--- config.mk ---
export PLATFORM = sky130hd
export DESIGN_NAME = masked_byte_pattern_search_top_flat
export DESIGN_NICKNAME = d
export VERILOG_FILES = /design/src/design/mbps_pkg.sv /design/src/design/mbps_if.sv /design/src/design/mbps_cell.sv /design/src/design/mbps_out_queue.sv /design/src/design/masked_byte_pattern_search_top.sv /design/src/flat_wrapper.sv
export SDC_FILE = /design/constraint.sdc
export NUM_CORES = 1
export LEC_CHECK = 0
export ABC_AREA = 0
export BUFFER_PORTS_ARGS = -buffer_cell sky130_fd_sc_hd__buf_2
export CAP_MARGIN = 30
export CORE_MARGIN = 3
export CORE_UTILIZATION = 25
export DETAILED_ROUTE_END_ITERATION = 12
export PLACE_DENSITY_LB_ADDON = 0.2
export SLEW_MARGIN = 20
export SYNTH_ARGS = -nofsm -noshare
export SYNTH_HDL_FRONTEND = slang
export SYNTH_SLANG_ARGS = --single-unit
--- constraint.sdc ---
create_clock -name clock -period 13.3 [get_ports clock]
set_clock_uncertainty 0.2 [all_clocks]
set_input_delay 2.66 -clock clock [delete_from_list [all_inputs] [get_ports clock]]
set_output_delay 2.66 -clock clock [all_outputs]
set_load 0.02 [all_outputs]
--- src/design/mbps_pkg.sv ---
// ----------------------------------------------------------------------------
// mbps_pkg
// Shared constants, register codes and types of the masked byte search.
// ----------------------------------------------------------------------------
`default_nettype none

package mbps_pkg;

   // Defaults of the top-level parameters
   localparam int unsigned MAX_PATTERN_BYTES_DEFAULT = 16;
   localparam int unsigned OFFSET_BITS_DEFAULT       = 26;

   // Fixed field widths
   localparam int unsigned BYTE_W            = 8;
   localparam int unsigned PATTERN_REG_BYTES = 16;
   localparam int unsigned PAT_SEL_W         = $clog2(PATTERN_REG_BYTES);
   localparam int unsigned LENGTH_W          = 5;
   localparam int unsigned HITS_W            = 12;
   localparam int unsigned CSR_INDEX_W       = 3;
   localparam int unsigned CSR_DATA_W        = 64;
   localparam int unsigned HALF_PATTERN_W    = 64;

   // Register indexes
   localparam logic [CSR_INDEX_W-1:0] REG_PATTERN_LOW  = 3'd0;
   localparam logic [CSR_INDEX_W-1:0] REG_PATTERN_HIGH = 3'd1;
   localparam logic [CSR_INDEX_W-1:0] REG_BYTE_MASK    = 3'd2;
   localparam logic [CSR_INDEX_W-1:0] REG_PATTERN_LEN  = 3'd3;
   localparam logic [CSR_INDEX_W-1:0] REG_MAX_HITS     = 3'd4;

   // Register reset values
   localparam logic [PATTERN_REG_BYTES-1:0] MASK_RESET     = '1;
   localparam logic [LENGTH_W-1:0]          LENGTH_RESET   = 5'd1;
   localparam logic [HITS_W-1:0]            MAX_HITS_RESET = 12'd12;

   // Pattern setup seen by every compare cell
   typedef struct packed {
      logic [PATTERN_REG_BYTES-1:0][BYTE_W-1:0] pattern;
      logic [PATTERN_REG_BYTES-1:0]             mask;
      logic [LENGTH_W-1:0]                      length;
   } match_cfg_type;

endpackage

`default_nettype wire

--- src/design/mbps_if.sv ---
// ----------------------------------------------------------------------------
// mbps_if
// Valid/ready channels of the masked byte search: bytes in, hits out, CSR.
// ----------------------------------------------------------------------------
`default_nettype none

interface mbps_req_if;
   import mbps_pkg::*;
   logic              valid;
   logic              ready;
   logic [BYTE_W-1:0] byte_value;
   logic              last_byte;

   modport source (output valid, output byte_value, output last_byte, input ready);
   modport sink   (input valid, input byte_value, input last_byte, output ready);
endinterface

interface mbps_rsp_if #(
   parameter int unsigned OFFSET_BITS = mbps_pkg::OFFSET_BITS_DEFAULT
);
   import mbps_pkg::*;
   logic                   valid;
   logic                   ready;
   logic [OFFSET_BITS-1:0] hit_offset;
   logic [HITS_W-1:0]      hit_index;

   modport source (output valid, output hit_offset, output hit_index, input ready);
   modport sink   (input valid, input hit_offset, input hit_index, output ready);
endinterface

interface mbps_csr_if;
   import mbps_pkg::*;
   logic                   valid;
   logic                   ready;
   logic [CSR_INDEX_W-1:0] index;
   logic [CSR_DATA_W-1:0]  data;

   modport source (output valid, output index, output data, input ready);
   modport sink   (input valid, input index, input data, output ready);
endinterface

`default_nettype wire

--- src/design/mbps_cell.sv ---
// ----------------------------------------------------------------------------
// mbps_cell
// One window byte of the search chain and its masked compare.
// ----------------------------------------------------------------------------
`default_nettype none

module mbps_cell #(
   parameter int unsigned CELL_INDEX = 0
) (
   input  logic                              clock,
   input  logic                              shift_en,
   input  logic [mbps_pkg::BYTE_W-1:0]       neighbor_byte,
   input  mbps_pkg::match_cfg_type           cfg,
   output logic [mbps_pkg::BYTE_W-1:0]       byte_out,
   output logic                              match_ok
);
   import mbps_pkg::*;

   logic [BYTE_W-1:0]   byte_ff;
   logic [BYTE_W-1:0]   byte_in;
   logic                in_use;
   logic [LENGTH_W-1:0] pat_sel;
   logic                care;

   // Take the neighbor's byte on every accepted beat
   assign byte_in = shift_en ? neighbor_byte : byte_ff;

   always_ff @(posedge clock) begin
      byte_ff <= byte_in;
   end

   assign byte_out = byte_ff;

   // This cell holds pattern byte (length - 1 - CELL_INDEX) after the shift
   assign in_use  = 32'(CELL_INDEX) < 32'(cfg.length);
   assign pat_sel = cfg.length - LENGTH_W'(1) - LENGTH_W'(CELL_INDEX);
   assign care    = in_use && (pat_sel < LENGTH_W'(PATTERN_REG_BYTES)) &&
                    cfg.mask[pat_sel[PAT_SEL_W-1:0]];

   // Compare the byte that lands here on this beat
   assign match_ok = !care || (neighbor_byte == cfg.pattern[pat_sel[PAT_SEL_W-1:0]]);

endmodule

`default_nettype wire

--- src/design/mbps_out_queue.sv ---
// ----------------------------------------------------------------------------
// mbps_out_queue
// Two-entry result buffer between the match chain and the hit channel.
// ----------------------------------------------------------------------------
`default_nettype none

module mbps_out_queue #(
   parameter int unsigned DATA_W = 38
) (
   input  logic              clock,
   input  logic              reset,
   input  logic              push,
   input  logic [DATA_W-1:0] push_data,
   input  logic              pop_ready,
   output logic              out_valid,
   output logic [DATA_W-1:0] out_data,
   output logic              has_room
);
   import mbps_pkg::*;

   localparam int unsigned DEPTH = 2;
   localparam int unsigned PTR_W = $clog2(DEPTH);
   localparam int unsigned CNT_W = $clog2(DEPTH + 1);

   logic [DATA_W-1:0] entry_ff [DEPTH];
   logic [PTR_W-1:0]  wr_ptr_ff, wr_ptr_in;
   logic [PTR_W-1:0]  rd_ptr_ff, rd_ptr_in;
   logic [CNT_W-1:0]  count_ff, count_in;
   logic              pop;

   assign pop       = out_valid && pop_ready;
   assign out_valid = count_ff != '0;
   assign has_room  = count_ff != CNT_W'(DEPTH);
   assign out_data  = entry_ff[rd_ptr_ff];

   // Advance pointers and occupancy
   always_comb begin
      wr_ptr_in = push ? wr_ptr_ff + PTR_W'(1) : wr_ptr_ff;
      rd_ptr_in = pop  ? rd_ptr_ff + PTR_W'(1) : rd_ptr_ff;
      count_in  = count_ff;
      if (push && !pop) begin
         count_in = count_ff + CNT_W'(1);
      end else if (pop && !push) begin
         count_in = count_ff - CNT_W'(1);
      end
   end

   always_ff @(posedge clock) begin
      if (reset) begin
         wr_ptr_ff <= '0;
         rd_ptr_ff <= '0;
         count_ff  <= '0;
      end else begin
         wr_ptr_ff <= wr_ptr_in;
         rd_ptr_ff <= rd_ptr_in;
         count_ff  <= count_in;
      end
   end

   // Store a new hit
   always_ff @(posedge clock) begin
      if (push) begin
         entry_ff[wr_ptr_ff] <= push_data;
      end
   end

endmodule

`default_nettype wire

--- src/design/masked_byte_pattern_search_top.sv ---
// ----------------------------------------------------------------------------
// masked_byte_pattern_search_top
// Streaming search for a masked byte pattern with non-overlapping hits.
// ----------------------------------------------------------------------------
// The block takes one byte per clock cycle and never needs more: each byte
// shifts into a chain of MAX_PATTERN_BYTES compare cells, every cell checks
// its byte against its pattern byte in the same cycle, and a hit for the byte
// is registered in the result buffer before the response channel shows it.
// Hits wait in a two-entry buffer, so the byte channel stalls only while two
// hits are held and unread. Offsets count from zero in each buffer and stop
// at 2^OFFSET_BITS-1; a byte marked last resets offset, hit count and overlap
// point for the next buffer. Configuration takes effect from the next byte.
// ----------------------------------------------------------------------------
`default_nettype none

module masked_byte_pattern_search_top #(
   parameter int unsigned MAX_PATTERN_BYTES = mbps_pkg::MAX_PATTERN_BYTES_DEFAULT,
   parameter int unsigned OFFSET_BITS       = mbps_pkg::OFFSET_BITS_DEFAULT
) (
   input  logic         clock,
   input  logic         reset,
   mbps_req_if.sink     req_bus,
   mbps_rsp_if.source   rsp_bus,
   mbps_csr_if.sink     csr_bus
);
   import mbps_pkg::*;

   localparam int unsigned POS_W  = OFFSET_BITS + 1;
   localparam int unsigned DATA_W = OFFSET_BITS + HITS_W;
   localparam logic [OFFSET_BITS-1:0] CEILING = '1;

   // Configuration registers
   logic [HALF_PATTERN_W-1:0]    pat_low_ff;
   logic [HALF_PATTERN_W-1:0]    pat_high_ff;
   logic [PATTERN_REG_BYTES-1:0] mask_ff;
   logic [LENGTH_W-1:0]          length_ff;
   logic [HITS_W-1:0]            max_hits_ff;

   // Scan state
   logic [OFFSET_BITS-1:0] pos_ff, pos_in;
   logic [POS_W-1:0]       earliest_ff, earliest_in;
   logic [HITS_W-1:0]      hits_ff, hits_in;

   logic                              accept;
   logic [LENGTH_W-1:0]               length_eff;
   match_cfg_type                     match_cfg;
   logic [MAX_PATTERN_BYTES-1:0][BYTE_W-1:0] chain_byte;
   logic [MAX_PATTERN_BYTES-1:0]      cell_ok;
   logic [POS_W-1:0]                  pos_plus1;
   logic [POS_W-1:0]                  length_ext;
   logic [POS_W-1:0]                  start;
   logic                              hit;
   logic                              queue_room;
   logic [DATA_W-1:0]                 queue_out;

   // Configuration writes
   assign csr_bus.ready = 1'b1;

   always_ff @(posedge clock) begin
      if (reset) begin
         pat_low_ff  <= '0;
         pat_high_ff <= '0;
         mask_ff     <= MASK_RESET;
         length_ff   <= LENGTH_RESET;
         max_hits_ff <= MAX_HITS_RESET;
      end else if (csr_bus.valid) begin
         case (csr_bus.index)
            REG_PATTERN_LOW:  pat_low_ff  <= csr_bus.data;
            REG_PATTERN_HIGH: pat_high_ff <= csr_bus.data;
            REG_BYTE_MASK:    mask_ff     <= csr_bus.data[PATTERN_REG_BYTES-1:0];
            REG_PATTERN_LEN:  length_ff   <= csr_bus.data[LENGTH_W-1:0];
            REG_MAX_HITS:     max_hits_ff <= csr_bus.data[HITS_W-1:0];
            default: begin
            end
         endcase
      end
   end

   // Clamp the length to the chain size
   assign length_eff = (32'(length_ff) > 32'(MAX_PATTERN_BYTES)) ?
                       LENGTH_W'(MAX_PATTERN_BYTES) : length_ff;

   assign match_cfg.pattern = {pat_high_ff, pat_low_ff};
   assign match_cfg.mask    = mask_ff;
   assign match_cfg.length  = length_eff;

   assign accept        = req_bus.valid && req_bus.ready;
   assign req_bus.ready = queue_room;

   // Compare chain, newest byte in cell zero
   for (genvar k = 0; k < MAX_PATTERN_BYTES; k++) begin : g_cell
      logic [BYTE_W-1:0] from_left;
      if (k == 0) begin : g_head
         assign from_left = req_bus.byte_value;
      end else begin : g_body
         assign from_left = chain_byte[k-1];
      end

      mbps_cell #(
         .CELL_INDEX (k)
      ) u_cell (
         .clock         (clock),
         .shift_en      (accept),
         .neighbor_byte (from_left),
         .cfg           (match_cfg),
         .byte_out      (chain_byte[k]),
         .match_ok      (cell_ok[k])
      );
   end

   // Hit qualification
   assign pos_plus1  = {1'b0, pos_ff} + POS_W'(1);
   assign length_ext = POS_W'(length_eff);
   assign start      = pos_plus1 - length_ext;

   assign hit = accept && (length_eff != '0) && (pos_ff != CEILING) &&
                (pos_plus1 >= length_ext) && (hits_ff < max_hits_ff) &&
                (start >= earliest_ff) && (&cell_ok);

   // Advance position, hit count and overlap point; drop them on the last byte
   always_comb begin
      pos_in      = pos_ff;
      earliest_in = earliest_ff;
      hits_in     = hits_ff;
      if (accept) begin
         if (req_bus.last_byte) begin
            pos_in      = '0;
            earliest_in = '0;
            hits_in     = '0;
         end else begin
            if (pos_ff != CEILING) begin
               pos_in = pos_ff + OFFSET_BITS'(1);
            end
            if (hit) begin
               earliest_in = pos_plus1;
               hits_in     = hits_ff + HITS_W'(1);
            end
         end
      end
   end

   always_ff @(posedge clock) begin
      if (reset) begin
         pos_ff      <= '0;
         earliest_ff <= '0;
         hits_ff     <= '0;
      end else begin
         pos_ff      <= pos_in;
         earliest_ff <= earliest_in;
         hits_ff     <= hits_in;
      end
   end

   // Result buffer
   mbps_out_queue #(
      .DATA_W (DATA_W)
   ) u_out_queue (
      .clock     (clock),
      .reset     (reset),
      .push      (hit),
      .push_data ({start[OFFSET_BITS-1:0], hits_ff}),
      .pop_ready (rsp_bus.ready),
      .out_valid (rsp_bus.valid),
      .out_data  (queue_out),
      .has_room  (queue_room)
   );

   assign rsp_bus.hit_offset = queue_out[DATA_W-1:HITS_W];
   assign rsp_bus.hit_index  = queue_out[HITS_W-1:0];

endmodule

`default_nettype wire

--- src/flat_wrapper.sv ---
// flat-port wrapper written by rule: the top's interface ports become plain ports
module masked_byte_pattern_search_top_flat import mbps_pkg::*;
#(
   parameter int unsigned MAX_PATTERN_BYTES = mbps_pkg::MAX_PATTERN_BYTES_DEFAULT,
   parameter int unsigned OFFSET_BITS       = mbps_pkg::OFFSET_BITS_DEFAULT
)
  (clock, reset, req_bus_valid, req_bus_byte_value, req_bus_last_byte, req_bus_ready, rsp_bus_valid, rsp_bus_hit_offset, rsp_bus_hit_index, rsp_bus_ready, csr_bus_valid, csr_bus_index, csr_bus_data, csr_bus_ready);
  mbps_req_if req_bus_i ();
  mbps_rsp_if #(.OFFSET_BITS(OFFSET_BITS)) rsp_bus_i ();
  mbps_csr_if csr_bus_i ();
  input  logic clock;
  input  logic reset;
  input wire logic [$bits(req_bus_i.valid)-1:0] req_bus_valid;
  input wire logic [$bits(req_bus_i.byte_value)-1:0] req_bus_byte_value;
  input wire logic [$bits(req_bus_i.last_byte)-1:0] req_bus_last_byte;
  output wire logic [$bits(req_bus_i.ready)-1:0] req_bus_ready;
  output wire logic [$bits(rsp_bus_i.valid)-1:0] rsp_bus_valid;
  output wire logic [$bits(rsp_bus_i.hit_offset)-1:0] rsp_bus_hit_offset;
  output wire logic [$bits(rsp_bus_i.hit_index)-1:0] rsp_bus_hit_index;
  input wire logic [$bits(rsp_bus_i.ready)-1:0] rsp_bus_ready;
  input wire logic [$bits(csr_bus_i.valid)-1:0] csr_bus_valid;
  input wire logic [$bits(csr_bus_i.index)-1:0] csr_bus_index;
  input wire logic [$bits(csr_bus_i.data)-1:0] csr_bus_data;
  output wire logic [$bits(csr_bus_i.ready)-1:0] csr_bus_ready;
  assign req_bus_i.valid = req_bus_valid;
  assign req_bus_i.byte_value = req_bus_byte_value;
  assign req_bus_i.last_byte = req_bus_last_byte;
  assign req_bus_ready = req_bus_i.ready;
  assign rsp_bus_valid = rsp_bus_i.valid;
  assign rsp_bus_hit_offset = rsp_bus_i.hit_offset;
  assign rsp_bus_hit_index = rsp_bus_i.hit_index;
  assign rsp_bus_i.ready = rsp_bus_ready;
  assign csr_bus_i.valid = csr_bus_valid;
  assign csr_bus_i.index = csr_bus_index;
  assign csr_bus_i.data = csr_bus_data;
  assign csr_bus_ready = csr_bus_i.ready;
  masked_byte_pattern_search_top #(.MAX_PATTERN_BYTES(MAX_PATTERN_BYTES), .OFFSET_BITS(OFFSET_BITS)) u_core (.clock(clock), .reset(reset), .req_bus(req_bus_i), .rsp_bus(rsp_bus_i), .csr_bus(csr_bus_i));
endmodule
# [Word-level counts from Yosys, hierarchy flattened]
# Memories as Yosys holds them, arrays and structs flattened. A register that Yosys moved wholly into a read port is not among the register bits.
# Cells that the tools add are included.
[classes] add_sub_neg=24 mul=0 div=0 magnitude_cmp=52 n_eq_ne=22 shift=0 muxes=77 bitwise=0 reduce_logical=90
[ops] op="$bmux 8 s4" count=16
[ops] op="$eq 8x8->1" count=16
[ops] op="$mux 8" count=16
[ops] op="$lt 4x5->1 const B" count=16
[ops] op="$lt 5x5->1 const B" count=16
[ops] op="$bmux 1 s4" count=16
[ops] op="$mux 27" count=2
[ops] op="$mux 26" count=2
[ops] op="$logic_and 1x1->1" count=42
[ops] op="$lt 4x5->1 const A" count=8
[ops] op="$sub 5x4->5 const B" count=8
[ops] op="$add 26x1->27 const B" count=1
[ops] op="$ge 27x27->1" count=1
[ops] op="$ge 27x5->1" count=1
[ops] op="$sub 27x5->27" count=1
[ops] op="$add 26x1->26 const B" count=1
[ops] op="$ne 26x26->1 const B" count=1
[ops] op="$mux 12" count=2
[ops] op="$lt 3x5->1 const A" count=4
[ops] op="$mux 1" count=20
[ops] op="$sub 5x3->5 const B" count=4
[ops] op="$logic_not 1->1" count=18
[ops] op="$logic_or 1x1->1" count=16
[ops] op="$reduce_and 16->1" count=1
[ops] op="other kinds (20)" count=36
[word_totals] regBits=350 latch_bits=0 ram_bits=76 romBits=0 inputBits=81 output_inout_bits=41 elab_cells=292 n_memories=1
[memory_table] name="u_core.u_out_queue.entry_ff" words=2 width=38 rd=1 rd_clocked_by_memory_dff=1 write_ports=1 line="mbps_out_queue.sv:25" text="logic [DATA_W-1:0] entry_ff [DEPTH];"

# [Depth between registers and ports, before layout]
[logic_depth] word_depth=15 ltp_mapped=33 depth_no_buf=30

# [By module]
# Synthesis repeated with hierarchy kept, for this count alone.
[unflattened] cells_unflattened=3452 area_unflattened_um2=40229.8
[by_module_without_submodules] module="masked_byte_pattern_search_top" instances=1 cells_each=1356 area_each_um2=10729.0 seq_area_each_um2=4524.3
[by_module_without_submodules] module="mbps_out_queue" instances=1 cells_each=140 area_each_um2=2951.6 seq_area_each_um2=2382.3
[by_module_without_submodules] module="mbps_cell at u_core.g_cell[10].u_cell" instances=1 cells_each=114 area_each_um2=1716.6 seq_area_each_um2=240.2
[by_module_without_submodules] module="mbps_cell at u_core.g_cell[11].u_cell" instances=1 cells_each=150 area_each_um2=1712.9 seq_area_each_um2=240.2
[by_module_without_submodules] module="mbps_cell at u_core.g_cell[2].u_cell" instances=1 cells_each=125 area_each_um2=1710.4 seq_area_each_um2=240.2
[by_module_without_submodules] module="mbps_cell at u_core.g_cell[4].u_cell" instances=1 cells_each=132 area_each_um2=1709.1 seq_area_each_um2=240.2
[by_module_without_submodules] module="mbps_cell at u_core.g_cell[0].u_cell" instances=1 cells_each=138 area_each_um2=1687.9 seq_area_each_um2=240.2
[by_module_without_submodules] module="mbps_cell at u_core.g_cell[15].u_cell" instances=1 cells_each=135 area_each_um2=1685.4 seq_area_each_um2=240.2
[by_module_without_submodules] module="mbps_cell at u_core.g_cell[1].u_cell" instances=1 cells_each=105 area_each_um2=1682.9 seq_area_each_um2=240.2
[by_module_without_submodules] module="mbps_cell at u_core.g_cell[6].u_cell" instances=1 cells_each=122 area_each_um2=1679.1 seq_area_each_um2=240.2
[by_module_without_submodules] module="mbps_cell at u_core.g_cell[14].u_cell" instances=1 cells_each=109 area_each_um2=1666.6 seq_area_each_um2=240.2
[by_module_without_submodules] module="mbps_cell at u_core.g_cell[9].u_cell" instances=1 cells_each=119 area_each_um2=1655.3 seq_area_each_um2=240.2
[by_module_without_submodules] module="mbps_cell at u_core.g_cell[3].u_cell" instances=1 cells_each=127 area_each_um2=1654.1 seq_area_each_um2=240.2
[by_module_without_submodules] module="mbps_cell at u_core.g_cell[7].u_cell" instances=1 cells_each=130 area_each_um2=1642.8 seq_area_each_um2=240.2
[by_module_without_submodules] module="4 more rows"

# [Worst setup path before layout]
# OpenSTA, ideal clock, no wires.
[synth_timing] kind="reg2reg" startpoint="reg u_core.length_ff[4]" endpoint="mem u_core.u_out_queue.entry_ff[1][0], enable pin" setup_ns=0.433 arrival_time_ns=7.866 t_required_ns=12.667 slack_ns=4.800 path_stages_with_launch=24 n_path_buf=7 synth_period_minus_slack_ns=8.500 cell_sequence="dfxtp_1 nand2b_1 buf_2 buf_2 clkbuf_1 ha_1 clkbuf_1 inv_1 buf_1 buf_1 ha_1 clkbuf_1 nand2_1 a211oi_1 nor4_2 nor2_1 mux4_2 xor2_1 a211oi_1 a31oi_1 a311oi_1 and2_1 nand2_1 nor2_1"
[synth_via] elab_chain_cells=13 word_cells_on_any_way=207 cone_classes="17 x add/sub; 35 x order compare; 16 x eq/ne; 67 x mux; 72 x reduce/logical"
[synth_lines] element="from (decl)" line="masked_byte_pattern_search_top.sv:36" text="logic [LENGTH_W-1:0] length_ff;"
[synth_lines] element="from (signal assigned)" line="masked_byte_pattern_search_top.sv:71" text="REG_PATTERN_LEN: length_ff <= csr_bus.data[LENGTH_W-1:0];"
[synth_lines] element="$gt 5x5->1" line="masked_byte_pattern_search_top.sv:80" text="assign length_eff = (32'(length_ff) > 32'(MAX_PATTERN_BYTES)) ?"
[synth_lines] element="$mux 5 (*)" line="masked_byte_pattern_search_top.sv:80"
[synth_lines] element="parallel branches: the longest is 8 deep, another holds $sub 5x1->5"
[synth_lines] element="$logic_and 1x1->1 (*)" line="masked_byte_pattern_search_top.sv:118" text="(start >= earliest_ff) && (&cell_ok);"
[synth_lines] element="$mux 1 (*)" line="mbps_out_queue.sv:62" text="if (push) begin"
[synth_lines] element="$mux 1 (not written as such) (*)" line="mbps_out_queue.sv:63" text="entry_ff[wr_ptr_ff] <= push_data;"
[synth_lines] element="to (decl)" line="mbps_out_queue.sv:25"
# Every way passes the cells marked *. The select of a mux whose other input is x is not followed.

# [Final worst setup path]
[layout_timing] startpoint="reg u_core.length_ff[4]" endpoint="reg u_core.u_out_queue.count_ff[1]"
[layout_via] word_cells_on_any_way=210 cone_classes="17 x add/sub; 35 x order compare; 16 x eq/ne; 66 x mux; 76 x reduce/logical"
[layout_rtl] element="$gt 5x5->1" line="masked_byte_pattern_search_top.sv:80"
[layout_rtl] element="$mux 5 (*)" line="masked_byte_pattern_search_top.sv:80"
[layout_rtl] element="$sub 27x5->27 (*)" line="masked_byte_pattern_search_top.sv:114" text="assign start = pos_plus1 - length_ext;"
[layout_rtl] element="via u_core.start[23]" line="masked_byte_pattern_search_top.sv:51" text="logic [POS_W-1:0] start;"
[layout_rtl] element="$ge 27x27->1 (*)" line="masked_byte_pattern_search_top.sv:118"
[layout_rtl] element="$logic_and 1x1->1 (*)" line="masked_byte_pattern_search_top.sv:117" text="(pos_plus1 >= length_ext) && (hits_ff < max_hits_ff) &&"
[layout_rtl] element="$logic_and 1x1->1 (*)" line="masked_byte_pattern_search_top.sv:118"
[layout_rtl] element="via u_core.hit" line="masked_byte_pattern_search_top.sv:52" text="logic hit;"
[layout_rtl] element="$logic_not 1->1" line="mbps_out_queue.sv:43" text="end else if (pop && !push) begin"
[layout_rtl] element="$logic_and 1x1->1" line="mbps_out_queue.sv:43"
[layout_rtl] element="$reduce_bool 2->1 (no source line)"
[layout_rtl] element="to (signal assigned)" line="mbps_out_queue.sv:56" text="count_ff <= count_in;"
[layout_rtl] element="to (decl)" line="mbps_out_queue.sv:28" text="logic [CNT_W-1:0] count_ff, count_in;"
# Mark *: on every way through the listed nets, which the timed path passes. The rest lies on a longest branch. The select of a mux whose other input is x is not followed.
# A chain may end at the register's enable or synchronous reset.

==> impl_metrics.env <==
export IMPL_outcome="complete, no violations"
export IMPL_fin_crit_sh_pct=62.3
export IMPL_clk_transition_reported_paths_ps=60
export IMPL_dp_hpwl_um=86600
export IMPL_cpPeakStageDelay_ps=630
export IMPL_insertedDiodeCount=0
export IMPL_antenna_found_initial=1
export IMPL_crit_path_end_kind="flop"
export IMPL_cts_max_path_buffers=3
export IMPL_whs_path_depth=2
export IMPL_worstReg2RegStart="u_core.length_ff[4]"
export IMPL_num_io_pins=122
export IMPL_via_per_inst=5.32
export IMPL_io_buffers=120
export IMPL_cp_required_ps=13660
export IMPL_grt_max_degree=83
export IMPL_cts_tree="yes"
export IMPL_setup_ws_ps=5010
export IMPL_reg2reg_depth=26
export IMPL_worst_slew_pin_slew_ps=1160
export IMPL_hold_buffers=0
export IMPL_rows=122
export IMPL_final_hold_viol_count=0
export IMPL_ctsHtreeMaxLevel=2
export IMPL_finalSetupViolations=0
export IMPL_min_delay_start="u_core.max_hits_ff[11]"
export IMPL_syn_to_final_growth_pct=13.7
export IMPL_start_kind="flop"
export IMPL_drive_above_1_share_pct=15.6
export IMPL_drv_cap=0
export IMPL_crit_type="reg2reg"
export IMPL_power_density_nw_per_um2=127
export IMPL_r2r_slack_ps=5010
export IMPL_power_leakage_nw=11.0
export IMPL_yosysSeqAreaShare_pct=37.4
export IMPL_cp_arrival_ps=8650
export IMPL_drt_pass1_iter_count=6
export IMPL_synth_ff_type="dfxtp_1"
export IMPL_hold_class="reg2reg"
export IMPL_r2r_end="u_core.u_out_queue.count_ff[1]"
export IMPL_slowest_stage="dfxtp_2"
export IMPL_grt_usage_pct=19.2
export IMPL_syn_nets=3138
export IMPL_drc_errors=0
export IMPL_syn_area_um2=28100
export IMPL_ant_nets=0
export IMPL_cts_root_buf="clkbuf_16"
export IMPL_nets=3152
export IMPL_fp_dieH_um=341
export IMPL_synth_distinct_cells=94
export IMPL_drv_slew=0
export IMPL_async_flop_share_pct=0
export IMPL_num_vias=24100
export IMPL_period_needed_ps=8290
export IMPL_wirelength_um=115000
export IMPL_die_area_um2=116000
export IMPL_start_util_pct=25.3
export IMPL_synth_edf_count=196
export IMPL_tns_ps=0
export IMPL_whs_endpoint="u_core.max_hits_ff[11]"
export IMPL_rsz0062_at_grt="false"
export IMPL_path_max_fanout=36
export IMPL_grt_ovfl_total=0
export IMPL_max_slew_margin_pct=22.3
export IMPL_cts_buffers_inserted=50
export IMPL_pre_cts_slack_ps=5010
export IMPL_fmax_mhz=121
export IMPL_postSynthRegisterBits=427
export IMPL_routabilityCongestion=0.963
export IMPL_wire_per_inst_um=25.4
export IMPL_cts_resized=0
export IMPL_grt_pass1_vias=22300
export IMPL_clock_sinks=427
export IMPL_syn_area_per_cell_um2=9.40
export IMPL_layout_common_cells="nand2_1 (451), a21oi_1 (238), dfxtp_1 (228)"
export IMPL_core_area_um2=111000
export IMPL_grt_first_pass_wirelength_um=165000
export IMPL_cts_setup_buffers=0
export IMPL_dieWidth_um=341
export IMPL_irDropWorstVdd_mv=0.0820
export IMPL_final_common_cell="nand2_1"
export IMPL_clock_latency_ps=630
export IMPL_ys_warnings_count=0
export IMPL_postSynthCellCount=2987
export IMPL_drtIter0Drc=2527
[worst max-delay path by stage]
stage | cells past startpoint | slack (ps) | end | from
2_1_floorplan | 23 | 4800 | u_core.u_out_queue.entry_ff[1][0] | u_core.length_ff[4]
3_3_place_gp | 20 | 5080 | u_core.u_out_queue.entry_ff[1][19] | u_core.length_ff[4]
4_1_cts | 20 | 4990 | u_core.u_out_queue.entry_ff[1][15] | u_core.length_ff[4]
3_5_place_dp | 20 | 5010 | u_core.u_out_queue.entry_ff[1][25] | u_core.length_ff[4]
5_1_grt | 27 | 4360 | u_core.u_out_queue.count_ff[1] | u_core.length_ff[4]
6_report | 26 | 5010 | u_core.u_out_queue.count_ff[1] | u_core.length_ff[4]
[registers in the layout, indices dropped and copies added, names as in the netlist, named ones only]
name,count
u_core.earliest_ff,27
u_core.g_cell.u_cell.byte_out,120
u_core.hits_ff,12
u_core.length_ff,5
u_core.mask_ff,16
u_core.max_hits_ff,12
u_core.pat_high_ff,64
u_core.pat_low_ff,64
u_core.pos_ff,26
u_core.u_out_queue.count_ff,2
u_core.u_out_queue.entry_ff,76
u_core.u_out_queue.rd_ptr_ff,1
u_core.u_out_queue.wr_ptr_ff,1
[cells in the mapped netlist, types with 57 or more instances]
| cell type | count | share of area, % |
|---|---|---|
| nand3_1 | 89 | 1.6 |
| inv_1 | 81 | 1.1 |
| nor2_1 | 133 | 1.8 |
| o22ai_1 | 57 | 1.3 |
| xor2_1 | 91 | 2.8 |
| ha_1 | 69 | 3.1 |
| a21oi_1 | 238 | 4.2 |
| mux2i_1 | 199 | 7.1 |
| dfxtp_1 | 231 | 16 |
| xnor2_1 | 100 | 3.1 |
| edfxtp_1 | 196 | 21 |
| clkbuf_1 | 135 | 1.8 |
| mux4_2 | 95 | 7.6 |
| mux2_2 | 66 | 2.6 |
| nand2_1 | 452 | 6.0 |
| o21ai_0 | 85 | 1.5 |
[power by group]
group          internal, mW  switching, mW  leakage (nW)
Clock                 0.792          0.598         0.791
Sequential             1.56          0.162          3.74
Combinational         0.356          0.593          6.48
Total                  2.70           1.35          11.0
[stage by stage]
stage	hold slack [ps]	total power, mW	std cells	util, %	area, µm²
final	254	4.06	4531	28.7	31900
after detailed placement	247	2.69	4432	27.2	30200
after CTS	255	4.11	4526	28.7	31800
after global placement	243	2.69	4426	27.1	30100
after global routing	276	4.25	4531	28.7	31900
after floorplan	222	2.30	2987	-	28100
[per-layer routing]
metal | track usage [%] | wire length [µm]
met1 | 26.2 | 50100
met2 | 29.9 | 51500
met3 | 3.75 | 9080
met4 | 7.16 | 4650
met5 | 0 | 0
[critical path, delay by kind of cell, from the launching register on]
family	cells	cell delay, ps
compound gates	6	1450
xor+xnor	1	180
fa+ha+maj	3	980
buf+inv	4	1530
flops	1	630
simple gates	12	3240
[cell families after synthesis]
family	count (synthesis)	share of synthesized area, %
compound gates	660	15.1
xor+xnor	192	6.02
buf+inv	303	4.40
mux	360	17.4
flops	427	37.4
other cells	1	0.0134
simple gates	974	16.5
fa+ha+maj	70	3.15
[layout make-up]
cell class | instances | area [µm²]
inverter | 86 | 328
timing repair buffer | 179 | 1090
clock inverter | 31 | 312
multi-input combinational | 2257 | 16400
clock buffer | 63 | 1360
sequential | 427 | 10500
tap | 1488 | 1860
fill | 11800 | 79100
Power figures use the tool's default switching activity.
